**src/design/bfd_pkg.sv**
```systemverilog
`timescale 1ns / 1ps
`default_nettype none

package bfd_pkg;

  // configuration register widths
  localparam int CFG_W     = 11;
  localparam int RATIO_W   = 3;
  localparam int SHAMT_W   = 4;

  // apb address decode
  localparam int ADDR_W    = 4;
  localparam int REG_IDX_W = 2;
  localparam int APB_DW    = 32;

  localparam logic [REG_IDX_W-1:0] REG_SRC_WIDTH  = 2'd0;
  localparam logic [REG_IDX_W-1:0] REG_SRC_HEIGHT = 2'd1;
  localparam logic [REG_IDX_W-1:0] REG_RATIO_LOG2 = 2'd2;

  localparam logic [CFG_W-1:0]   RST_SRC_WIDTH  = 11'd1024;
  localparam logic [CFG_W-1:0]   RST_SRC_HEIGHT = 11'd1024;
  localparam logic [RATIO_W-1:0] RST_RATIO_LOG2 = 3'd3;

  // rows are fixed to at most this many
  localparam int ROW_W = 10;
  localparam logic [CFG_W-1:0] HEIGHT_LIMIT = 11'd1024;

  // pixel and sum layout
  localparam int NUM_CH = 4;
  localparam int CH_W   = 8;
  localparam int SUM_W  = 18;

  localparam int CH_RED   = 0;
  localparam int CH_GREEN = 1;
  localparam int CH_BLUE  = 2;
  localparam int CH_ALPHA = 3;

  typedef logic [NUM_CH-1:0][CH_W-1:0]  pix_t;
  typedef logic [NUM_CH-1:0][SUM_W-1:0] sums_t;

  // per-pixel control from position tracking to the accumulator
  typedef struct packed {
    logic               hit;    // pixel lies inside a whole block
    logic               first;  // top-left pixel of its block
    logic               last;   // bottom-right pixel of its block
    logic               lof;    // last pixel of the bottom-right block of the frame
    logic [SHAMT_W-1:0] shamt;  // 2 * ratio_log2
  } ctl_t;

endpackage

`default_nettype wire

```
**src/design/bfd_pos.sv**
```systemverilog
`timescale 1ns / 1ps
`default_nettype none

module bfd_pos #(
  parameter int MAX_WIDTH      = 1024,
  parameter int MAX_RATIO_LOG2 = 5,
  localparam int COLW          = $clog2(MAX_WIDTH)
) (
  input  wire logic                        clk_i,
  input  wire logic                        rst_ni,
  input  wire logic                        accept_i,
  input  wire logic                        sof_i,
  input  wire logic [bfd_pkg::CFG_W-1:0]   cfg_width_i,
  input  wire logic [bfd_pkg::CFG_W-1:0]   cfg_height_i,
  input  wire logic [bfd_pkg::RATIO_W-1:0] cfg_ratio_i,
  output      logic [COLW-1:0]             idx_o,
  output      bfd_pkg::ctl_t               ctl_o
);

  localparam int WW = ($clog2(MAX_WIDTH + 1) > bfd_pkg::CFG_W) ?
                      $clog2(MAX_WIDTH + 1) : bfd_pkg::CFG_W;

  logic [COLW-1:0]                col_q, col_d;
  logic [bfd_pkg::ROW_W-1:0]      row_q, row_d;
  logic [WW-1:0]                  w_ext, w, wb, col_ext, col_inc;
  logic [bfd_pkg::CFG_W-1:0]      h, hb, row_ext, row_inc;
  logic [bfd_pkg::RATIO_W-1:0]    r;
  logic [COLW-1:0]                col, xmask;
  logic [bfd_pkg::ROW_W-1:0]      row, ymask;

  // clamp the configured sizes
  always_comb begin
    w_ext = WW'(cfg_width_i);
    if (w_ext == '0) begin
      w = WW'(1);
    end else if (w_ext > WW'(MAX_WIDTH)) begin
      w = WW'(MAX_WIDTH);
    end else begin
      w = w_ext;
    end
    if (cfg_height_i == '0) begin
      h = bfd_pkg::CFG_W'(1);
    end else if (cfg_height_i > bfd_pkg::HEIGHT_LIMIT) begin
      h = bfd_pkg::HEIGHT_LIMIT;
    end else begin
      h = cfg_height_i;
    end
    if (cfg_ratio_i > bfd_pkg::RATIO_W'(MAX_RATIO_LOG2)) begin
      r = bfd_pkg::RATIO_W'(MAX_RATIO_LOG2);
    end else begin
      r = cfg_ratio_i;
    end
    wb = (w >> r) << r;
    hb = (h >> r) << r;
  end

  // classify the current pixel
  always_comb begin
    col     = sof_i ? '0 : col_q;
    row     = sof_i ? '0 : row_q;
    col_ext = WW'(col);
    row_ext = bfd_pkg::CFG_W'(row);
    xmask   = ~({COLW{1'b1}} << r);
    ymask   = ~({bfd_pkg::ROW_W{1'b1}} << r);

    idx_o       = col >> r;
    ctl_o.hit   = (col_ext < wb) && (row_ext < hb);
    ctl_o.first = ((col & xmask) == '0) && ((row & ymask) == '0);
    ctl_o.last  = ((col & xmask) == xmask) && ((row & ymask) == ymask);
    ctl_o.lof   = (col_ext == wb - WW'(1)) && (row_ext == hb - bfd_pkg::CFG_W'(1));
    ctl_o.shamt = {r, 1'b0};
  end

  // raster advance with wrap at the frame end
  always_comb begin
    col_inc = col_ext + WW'(1);
    row_inc = row_ext;
    if (col_inc >= w) begin
      col_d   = '0;
      row_inc = row_ext + bfd_pkg::CFG_W'(1);
    end else begin
      col_d = col_inc[COLW-1:0];
    end
    if (row_inc >= h) begin
      row_d = '0;
    end else begin
      row_d = row_inc[bfd_pkg::ROW_W-1:0];
    end
  end

  always_ff @(posedge clk_i or negedge rst_ni) begin
    if (!rst_ni) begin
      col_q <= '0;
      row_q <= '0;
    end else if (accept_i) begin
      col_q <= col_d;
      row_q <= row_d;
    end
  end

endmodule

`default_nettype wire

```
**config.mk**
```make
export PLATFORM = sky130hd
export DESIGN_NAME = bfd_pos
export DESIGN_NICKNAME = d
export VERILOG_FILES = /design/src/design/bfd_pkg.sv /design/src/design/bfd_pos.sv
export SDC_FILE = /design/constraint.sdc
export NUM_CORES = 1
export LEC_CHECK = 0
export ABC_AREA = 1
export BUFFER_PORTS_ARGS = -buffer_cell sky130_fd_sc_hd__buf_2
export CAP_MARGIN = 0
export CORE_UTILIZATION = 60
export CTS_CLUSTER_DIAMETER = 150
export DETAILED_ROUTE_END_ITERATION = 7
export PLACE_DENSITY_LB_ADDON = 0.15
export SYNTH_ARGS = -nofsm -noshare
export SYNTH_HDL_FRONTEND = slang
export SYNTH_SLANG_ARGS = --single-unit
```
**constraint.sdc**
```tcl
create_clock -name clk_i -period 9.45 [get_ports clk_i]
set_input_delay 0.4725 -clock clk_i [delete_from_list [all_inputs] [get_ports clk_i]]
set_output_delay 0.4725 -clock clk_i [all_outputs]
set_load 0.01 [all_outputs]
```
Yosys cells after proc, flatten, opt, wreduce, memory -nomap -nowiden

Index checks and enable logic that the tools add are counted.

Logic and storage cells: 44
Register bits: 20
Input port bits: 29

Multiplexer cells: 10
Add/sub/neg operators: 4
Reductions and logical operators: 8
Order comparisons: 7
Shifts and indexed selects: 6
Eq/ne operators: 4
Bitwise logic cells: 3

Operators by type and width:

| cell                                                                 | count |
|---|---|
| 11-bit 2-to-1 mux                                                    | 5 |
| 10-bit 2-to-1 mux                                                    | 4 |
| 10-bit by 1-bit adder with 11-bit output, second input constant      | 2 |
| 10-bit by 11-bit == test with 1-bit output                           | 2 |
| 11-bit >= comparator                                                 | 2 |
| 11-bit > comparator, second input constant                           | 2 |
| 11-bit logical NOT                                                   | 2 |
| 10-bit by 11-bit < comparator with 1-bit output                      | 2 |
| 11-bit by 3-bit << shifter with 11-bit output                        | 2 |
| 11-bit by 3-bit >> shifter with 11-bit output                        | 2 |
| 11-bit by 1-bit subtractor with 11-bit output, second input constant | 2 |
| 10-bit bitwise AND                                                   | 2 |
| 10-bit == test                                                       | 2 |
| 10-bit logical NOT                                                   | 2 |
| 10-bit inverter                                                      | 1 |
| 10-bit by 3-bit << shifter with 10-bit output, first input constant  | 1 |
| 10-bit by 3-bit >> shifter with 10-bit output                        | 1 |
| 1-bit logical AND                                                    | 4 |
| 3-bit > comparator, second input constant                            | 1 |
| 3-bit 2-to-1 mux                                                     | 1 |

Logic depth before layout (Yosys ltp)

Gate-level depths: netlist of run 1.

Depth in word-level cells: 8
Depth in mapped cells: 29
Gate-level depth less buffers: 28

Worst setup path after synthesis of run 1

OpenSTA, ideal clock, no wires.

Path type: input-to-reg
Start point: input port sof_i
End point: register row_q[0] (netlist name)
Cell stages on the path: 29
Data arrival time: 4707 ps
Slack: 4661 ps
Data required time: 9368 ps
Buffers on the path: 2
Setup time: 82 ps
Path through: buf_2 > buf_1 > nor2_1 > ha_1 > nand2_1 > nor2_1 > nand3_1 > nor2_1 > inv_1 > nor2_1 > xor2_1 > inv_1 > ha_1 > a21oi_1 > nor2_1 > a211oi_1 > nand2_2 > nand2_1 > xor2_1 > ha_1 > a21oi_1 > o21ai_0 > a21o_1 > a21oi_1 > o21a_1 > o21ai_0 > a21oi_1 > inv_1 > o22ai_1

Cells in the longest elaborated chain, start to end: 6

Ends and longest elaborated chain:

| item                                     | line          | text |
|---|---|---|
| start: declaration                       | bfd_pos.sv:12 | `input wire logic sof_i,` |
| 10-bit 2-to-1 mux                        | bfd_pos.sv:59 | `col = sof_i ? '0 : col_q;` |
| 10-bit by 1-bit adder with 11-bit output | bfd_pos.sv:76 | `col_inc = col_ext + WW'(1);` |
| 11-bit >= comparator                     | bfd_pos.sv:78 | `if (col_inc >= w) begin` |
| 11-bit 2-to-1 mux (*)                    | bfd_pos.sv:78 |  |
| 11-bit >= comparator                     | bfd_pos.sv:84 | `if (row_inc >= h) begin` |
| 10-bit 2-to-1 mux (*)                    | bfd_pos.sv:84 |  |
| end signal: assignment                   | bfd_pos.sv:97 | `row_q <= row_d;` |
| end: declaration                         | bfd_pos.sv:24 | `logic [bfd_pkg::ROW_W-1:0] row_q, row_d;` |

Mark *: on every way between the ends. The rest lies on a longest branch, timed or not.
A chain may end at the register's enable or synchronous reset.

Final worst setup path of run 1

Same ends and word-level chain as after synthesis.

==> results of run 1 <==
-- area by class of cell --
cell class              instances  share of cell area, %
inverters                      86                   7.17
flip-flops and latches         20                   11.0
well taps                      96                   2.63
repair buffers                 45                   4.93
multi-input cells             595                   73.4
clock buffers                   3                  0.904
-- cell usage after synthesis, types with 2 or more instances --
library cell | number | area (sq um)
a211oi_1 | 4 | 30.0
a21o_1 | 2 | 15.0
a21oi_1 | 27 | 135
a221oi_1 | 2 | 17.5
buf_2 | 3 | 15.0
buf_4 | 5 | 37.5
buf_6 | 8 | 90.1
clkbuf_1 | 7 | 26.3
dfrtp_1 | 20 | 500
ha_1 | 44 | 551
inv_1 | 80 | 300
inv_2 | 4 | 15.0
nand2_1 | 192 | 721
nand2_2 | 11 | 68.8
nand2_4 | 2 | 22.5
nand3_1 | 92 | 460
nand3_2 | 10 | 100
nand3b_1 | 2 | 15.0
nand4_1 | 17 | 106
nor2_1 | 72 | 270
nor2_2 | 8 | 50.1
nor2_4 | 5 | 56.3
nor3_1 | 7 | 35.0
nor3_2 | 2 | 20.0
nor4_1 | 3 | 18.8
o211ai_1 | 4 | 30.0
o21ai_0 | 40 | 200
o21ai_1 | 2 | 10.0
o21bai_1 | 2 | 15.0
o21bai_4 | 2 | 37.5
o221ai_1 | 5 | 43.8
o22ai_1 | 3 | 18.8
xnor2_1 | 2 | 17.5
xor2_1 | 22 | 193
-- power by group through the flow --
stage	clock network (W)	logic [W]	registers (W)
floorplan	0	0.000144	0.0000911
global placement	0	0.000183	0.0000912
global route	0.0000607	0.000215	0.0000901
finish	0.0000554	0.000192	0.0000897
CTS	0.0000554	0.000188	0.0000897
detailed placement	0	0.000187	0.0000914
-- state kept, by name, summed over array words and instances (netlist names) --
| signal | flops |
|---|---|
| row_q | 10 |
| col_q | 10 |
-- worst max path at each step --
stage,startpoint,depth (start not counted),endpoint,slack [ns]
detailed placement,sof_i,28,row_q[0],4.05
global route,sof_i,28,row_q[0],3.67
global placement,sof_i,28,row_q[0],4.23
floorplan,sof_i,29,row_q[0],4.66
CTS,sof_i,28,row_q[0],4.25
finish,sof_i,28,row_q[0],4.24
-- critical path, delay by kind of cell --
family	cells	cell delay [ns]
AND/OR/NAND/NOR	9	1.37
AO/OA/AOI/OAI	10	1.85
XOR/XNOR	2	0.37
adder cells (fa/ha/maj)	3	0.84
buffers and inverters	4	0.47
-- cell families after synthesis --
group | after synthesis | synth area share [%]
simple gates | 427 | 45.5
buf+inv | 110 | 11.5
compound gates | 98 | 13.8
fa+ha+maj | 44 | 12.6
xor+xnor | 24 | 4.83
flops | 20 | 11.5
other cells | 1 | 0.0861
mux | 1 | 0.230
-- per-stage QoR --
stage	total power [W]	worst slack, ns	cells	util [%]	hold slack, ns
final	0.000337	4.24	845	66.2	0.156
after global routing	0.000366	3.67	845	66.2	0.193
after CTS	0.000334	4.25	845	66.2	0.180
after detailed placement	0.000279	4.05	842	65.6	0.451
after global placement	0.000274	4.23	842	65.6	0.438
after floorplan	0.000235	4.66	725	-	0.177
-- per-layer routing --
metal	share of wire, %	up-vias	wire [um]
met2	48	219	5900
met5	0	-	0
met4	3.8	0	471
met3	6.6	37	816
li1	-	2455	-
met1	42	2198	5210
==> run metrics, run 1 <==
Placeable Area=0.00691 sq mm; worst-skew pair later-pin latency=0.25 ns; Crit. End Element=flop; syn avg cell area=6.01 sq um; GPL Wtd Cong=0.945; CTS Root Cell=clkbuf_8; min cycle time layout=5.21 ns; pwr dens=73.8 mW/mm^2; origin of the critical flop-to-flop path=col_q[1]; RSZ-0062 raised after global routing=false; leakage power=2.33 nW; PortBufs=45; Global Route Usage Sum=33.4%; Nets=824; layer with the highest usage=met2; Max-Cap Viols=0; multi-input logic area=0.00335 sq mm; GR Util met2=58.5%; DP Area=0.00453 sq mm; area grow syn2layout=4.91%; grt ovf=0; fraction of layout cells with a size suffix above 1=13.0%; TritonCTS Buffers=3; peak fanout along the critical path=20; Worst-Margin Slew=0.961 ns; Reg2Reg Capture Point=row_q[0]; clk_skew=0.00112 ns; Slew Limit Fails=0; Syn Std Cell Area=0.00436 sq mm; Sink Count=20; Starting Density=63.1%; Worst Hold Class=in2async; Clock Tree Buf Depth=2; setup slack, reg-to-reg=4.36 ns; commonest non-fill, non-tap cell in the layout=nand2_1; initial antenna violation count=0; Gate Count Post-Synth=725; most frequent CP cell=nor2_1; routed len/inst=14.7 um; Synthesized Nets=798; CTS tree=done; synth warn=0; row count=30; Worst path max stage delay=0.59 ns; data arrival time of the critical path=5.38 ns; Pre-antenna DRT Iters=7; pin count of the biggest net entering global routing=40; diode count=0; Worst VDD drop=0.0000598 V; commonest cells after routing, fill and taps aside=nand2_1, nand3_1, inv_1; Final Cell Area=0.00457 sq mm; critical path class=in2reg; sequential cell area=500 sq um; Clock H-tree levels=1; # hold bufs at CTS=0; Post-CTS Resized=0; async set or reset register ratio after synthesis=100%; Synth cell types=48; P_sw=0.000157 W; fmax=0.192 GHz; DP HPWL=9910 um; Final Hold Vio Count=0; GR Layer Usage met1=41.5%; EDFF count, synth=0; Sum Neg Setup Slack=0 ns; clock power share=16.4%; via/cell ratio=5.81; Max-Slew Margin vs Limit=35.8%; internal power=0.000180 W; die height=87.2 um; clock slew at reported path FFs=0.07 ns; Routed Antenna Nets=0; # IOs=47; period utilization=55.2%; type of origin of the critical path=input pin; switching share of power=46.7%; top_reg_cell synth=dfrtp_1; full die area=0.00760 sq mm; die width=87.2 um; DRT Wirelength=12,400 um; DR vias=4,909; worst path required time=9.62 ns; drt first-iter violations=330; Reg2Reg Depth=28; Filler cells=683; Comb power frac=56.9%; slowest library cell on the worst path=a21oi_1; Seq/Total Area, Yosys=11.5%; number of global-route vias before repair=4,411; register bit total from synthesis=20; part of the power in registers=26.6%; met3 usage=3.70%; first-pass GRT wire length=20,100 um; post-CTS setup buffer count=0; Residual DRC=0; final setup fails=0; status=finished, final reports clean
Note: power is estimated with default switching activity, not from simulation.
==> inputs of run 2 (changes only) <==
--- a/config.mk
+++ b/config.mk
@@ -8,7 +8,7 @@
 export ABC_AREA = 1
 export BUFFER_PORTS_ARGS = -buffer_cell sky130_fd_sc_hd__buf_2
 export CAP_MARGIN = 0
-export CORE_UTILIZATION = 60
+export CORE_UTILIZATION = 55
 export CTS_CLUSTER_DIAMETER = 150
 export DETAILED_ROUTE_END_ITERATION = 7
 export PLACE_DENSITY_LB_ADDON = 0.15
==> constraint.sdc (replaced) <==
create_clock -name clk_i -period 4.5 [get_ports clk_i]
set_input_delay 0.225 -clock clk_i [delete_from_list [all_inputs] [get_ports clk_i]]
set_output_delay 0.225 -clock clk_i [all_outputs]
set_load 0.01 [all_outputs]
==> run 2 against run 1 <==
Worst setup slack worse by 4.1 ns. Final cell count increased by 3.2%. Hold slack better by 0.29 ns.
==> run metrics, run 2 (synthesis results as in run 1) <==
Final Cell Area=0.00479 sq mm; data arrival time of the critical path=4.44 ns; slowest library cell on the worst path=dfrtp_1; commonest non-fill, non-tap cell in the layout=nand2_1; Final Hold Vio Count=0; Routed Antenna Nets=0; final worst setup slack=0.175 ns; Max-Cap Viols=0; pin count of the biggest net entering global routing=32; row count=32; clk_skew=0.00296 ns; Clock Tree Buf Depth=2; DP HPWL=10,500 um; clock slew at reported path FFs=0.07 ns; DRT Wirelength=13,000 um; period utilization=96.1%; Nets=845; Place WS=-0.0732 ns; most frequent CP cell=nand2_1; final setup fails=0; hold slack=0.447 ns; initial antenna violation count=0; leakage power=2.44 nW; DR vias=4,921; routed len/inst=14.9 um; worst-skew pair later-pin latency=0.25 ns; Pre-antenna DRT Iters=4; Slew Limit Fails=0; Reg2Reg Capture Point=row_q[8]; Max-Slew Margin vs Limit=58.9%; via/cell ratio=5.64; CP Buf/Inv Count=5; Worst path max stage delay=0.35 ns; area grow syn2layout=9.88%; PortBufs=45; Residual DRC=0; min cycle time layout=4.33 ns; Global Route Usage Sum=32.1%; critical path class=reg2reg; Placeable Area=0.00769 sq mm; drt first-iter violations=240; # IOs=47; commonest cells after routing, fill and taps aside=nand2_1, nand3_1, inv_1; Sum Neg Setup Slack=0 ns; setup slack, reg-to-reg=0.17 ns; CTS tree=done; DP Area=0.00464 sq mm; origin of the critical flop-to-flop path=col_q[0]; die width=91.0 um; Starting Density=56.7%; Worst-Margin Slew=0.616 ns; Crit. End Element=flop; Reg2Reg Depth=30; Sink Count=20; Filler cells=792; TritonCTS Buffers=3; diode count=0; first-pass GRT wire length=21,900 um; CTS Root Cell=clkbuf_8; largest registers=col_q (10), row_q (10); status=finished, final reports clean; die height=91.0 um; Clock H-tree levels=1; Worst VDD drop=0.000158 V; Worst Hold Class=in2async; worst path required time=4.62 ns; Top delay family on crit path=compound AO/OA/AOI/OAI gates; type of origin of the critical path=flop; GPL Wtd Cong=0.944; full die area=0.00828 sq mm; fraction of layout cells with a size suffix above 1=16.5%; grt ovf=0; fmax=0.231 GHz; pwr dens=152 mW/mm^2; Finished Core Util=62.3%; peak fanout along the critical path=10; number of global-route vias before repair=4,772
-- run 2: cell types whose count changed in the layout (fill, tap and decap cells not counted), sizes merged --
cell / before / now
buf: 45 / 65
dlygate4sd3: 0 / 1
-- run 2: worst register-to-register path, delay by kind of cell (launching register included) --
kind / cells / cell delay (ns)
AND/OR/NAND/NOR: 11 / 1.01
buffers and inverters: 5 / 0.54
AO/OA/AOI/OAI: 10 / 1.32
XOR/XNOR: 1 / 0.15
flip-flops: 1 / 0.35
adder cells (fa/ha/maj): 3 / 0.82
-- run 2: timing repair --
item,in CTS,in global routing
setup endpoints to repair,10,10
hold buffers,1,0
pin swaps,1,6
resized for setup,0,10
buffers inserted,1,6
hold endpoints to repair,20,0
-- run 2: how the worst max path moves through the flow --
stage	start	end	slack, ns	depth (start not counted)
floorplan	sof_i	row_q[0]	0.08	29
global placement	sof_i	row_q[0]	0.07	28
detailed placement	sof_i	row_q[0]	-0.07	28
CTS	col_q[1]	row_q[0]	0.08	29
global route	col_q[0]	row_q[0]	-0.07	29
finish	col_q[0]	row_q[8]	0.17	30
-- run 2: cell type report --
| cell class | instances | area [sq um] | area share, % |
|---|---|---|---|
| clock buffers | 3 | 41.3 | 0.863 |
| inverters | 86 | 328 | 6.85 |
| flip-flops and latches | 20 | 500 | 10.5 |
| well taps | 102 | 128 | 2.67 |
| repair buffers | 66 | 398 | 8.31 |
| multi-input cells | 595 | 3390 | 70.8 |
-- run 2: per-stage QoR --
step | power (W) | instances
floorplan | 0.000493 | 725
global placement | 0.000589 | 861
detailed placement | 0.000597 | 861
CTS | 0.000716 | 866
global route | 0.000792 | 872
finish | 0.000725 | 872
-- run 2: power breakdown --
part | leakage, nW | internal, W | switching, W
combinational | 2.15 | 0.000148 | 0.000276
sequential | 0.275 | 0.000186 | 0.00000275
clock | 0.0216 | 0.0000595 | 0.0000528
total | 2.44 | 0.000394 | 0.000331
-- run 2: metal layers --
metal,up-vias,global-route usage [%],wire length [um],part of all wire [%]
met3,24,3.18,689,5.3
li1,2491,-,-,-
met4,0,9.39,350,2.7
met1,2233,39.4,5520,43
met2,173,58.9,6410,49
met5,-,0,0,0
==> inputs of run 3 (changes only) <==
--- a/config.mk
+++ b/config.mk
@@ -8,6 +8,7 @@
 export ABC_AREA = 1
 export BUFFER_PORTS_ARGS = -buffer_cell sky130_fd_sc_hd__buf_2
 export CAP_MARGIN = 0
+export CORE_ASPECT_RATIO = 1.2
 export CORE_UTILIZATION = 55
 export CTS_CLUSTER_DIAMETER = 150
 export DETAILED_ROUTE_END_ITERATION = 7
==> run 3 against run 2 <==
Total power is 2.4% higher. Sequential cell count stayed put. Via count is 2.3% higher. Clock skew is 0.0027 ns higher. Highest routed layer unchanged. Count of clock-buffer cells in the layout stayed put. Largest power group unchanged.
==> run metrics, run 3 (synthesis results as in run 1) <==
status=finished, final reports clean; full die area=0.00828 sq mm; clock slew at reported path FFs=0.07 ns; Routed Antenna Nets=0; period utilization=96.9%; P_sw=0.000346 W; switching share of power=46.7%; commonest cells after routing, fill and taps aside=nand2_1, nand3_1, inv_1; Max-Cap Viols=0; Crit. End Element=flop; TritonCTS Buffers=3; Worst VDD drop=0.000104 V; CTS tree=done; drt first-iter violations=300; Global Route Usage Sum=31.5%; critical path class=reg2reg; DR vias=5,036; worst-skew pair later-pin latency=0.26 ns; fmax=0.229 GHz; first-pass GRT wire length=21,300 um; type of origin of the critical path=flop; row count=35; Place WS=-0.123 ns; min cycle time layout=4.36 ns; diode count=0; PortBufs=45; Overall Power=0.000742 W; die width=83.2 um; Pre-antenna DRT Iters=6; Slew Limit Fails=0; slowest library cell on the worst path=dfrtp_1; Worst-Margin Slew=0.584 ns; DP Area=0.00463 sq mm; commonest non-fill, non-tap cell in the layout=nand2_1; DP HPWL=10,700 um; Worst Hold Class=in2reg; pin count of the biggest net entering global routing=32; clock power share=16.2%; Max-Slew Margin vs Limit=60.9%; setup slack, reg-to-reg=0.14 ns; initial antenna violation count=0; die height=99.5 um; routed len/inst=15.6 um; pwr dens=154 mW/mm^2; Final Cell Area=0.00483 sq mm; Starting Density=56.8%; Placeable Area=0.00766 sq mm; Worst path max stage delay=0.35 ns; clk_skew=0.00567 ns; Nets=845; # IOs=47; Finished Core Util=63.0%; grt ovf=0; number of global-route vias before repair=4,731; peak fanout along the critical path=7; fraction of layout cells with a size suffix above 1=17.4%; part of the power in registers=25.4%; Filler cells=768; Final Hold Vio Count=0; largest registers=col_q (10), row_q (10); Sink Count=20; CTS Root Cell=clkbuf_8; final worst setup slack=0.137 ns; Comb power frac=58.5%; final setup fails=0; Clock H-tree levels=1; Residual DRC=0; data arrival time of the critical path=4.54 ns; internal power=0.000396 W; Clock Tree Buf Depth=2; GPL Wtd Cong=0.943; area grow syn2layout=10.9%; leakage power=2.45 nW; worst path required time=4.68 ns; DRT Wirelength=13,400 um; via/cell ratio=5.84
[run 3: layout make-up]
class | count | area, sq um | share of cell area [%]
well taps | 92 | 115 | 2.38
clock buffers | 3 | 41.3 | 0.855
inverters | 86 | 328 | 6.79
repair buffers | 66 | 389 | 8.05
flip-flops and latches | 20 | 500 | 10.4
multi-input cells | 595 | 3460 | 71.6
[run 3: worst paths after layout]
path,start,to,depth (start not counted)
setup / recovery,col_q[0],row_q[1],29
hold / removal,accept_i,row_q[9],2
setup reg to reg,col_q[0],row_q[1],29
hold reg to reg,row_q[9],row_q[9],2
max in group asynchronous,rst_ni,col_q[4],2
min in group asynchronous,rst_ni,row_q[1],2
[run 3: what timing repair did]
action	CTS	global route
pin swaps	1	12
buffers inserted	2	4
endpoints found under the setup margin	10	10
hold buffers	1	0
gates cloned	0	0
resized for setup	0	21
hold endpoints to repair	20	0
[run 3: per-layer routing]
layer  global-route usage, %  share of wire, %  vias to the layer above
li1                        -                 -                     2492
met1                    36.0                40                     2299
met2                    56.0                49                      187
met3                    2.66               4.1                       58
met4                    21.5               6.7                        0
met5                       0                 0                        -
[run 3: through the flow]
stage / setup TNS (ns) / hold WS [ns] / instances
2_1_floorplan: 0 / -0.0706 / 725
3_3_place_gp: 0 / 0.191 / 852
3_5_place_dp: -0.988 / 0.203 / 852
4_1_cts: 0 / 0.428 / 858
5_1_grt: -0.419 / 0.444 / 862
6_report: 0 / 0.431 / 862
[run 3: worst max-delay path: cells and delay by family, from the launching register on]
kind                     cells  cell delay [ns]
AO/OA/AOI/OAI               10             1.43
XOR/XNOR                     2             0.33
adder cells (fa/ha/maj)      3             0.67
buffers and inverters        4             0.41
flip-flops                   1             0.35
AND/OR/NAND/NOR             10             1.08
[run 3: power by group through the flow]
stage | clock (W) | sequential, W | combinational (W)
3_5_place_dp | 0 | 0.000192 | 0.000409
3_3_place_gp | 0 | 0.000192 | 0.000399
6_report | 0.000120 | 0.000188 | 0.000434
4_1_cts | 0.000121 | 0.000188 | 0.000414
2_1_floorplan | 0 | 0.000191 | 0.000302
5_1_grt | 0.000127 | 0.000189 | 0.000481
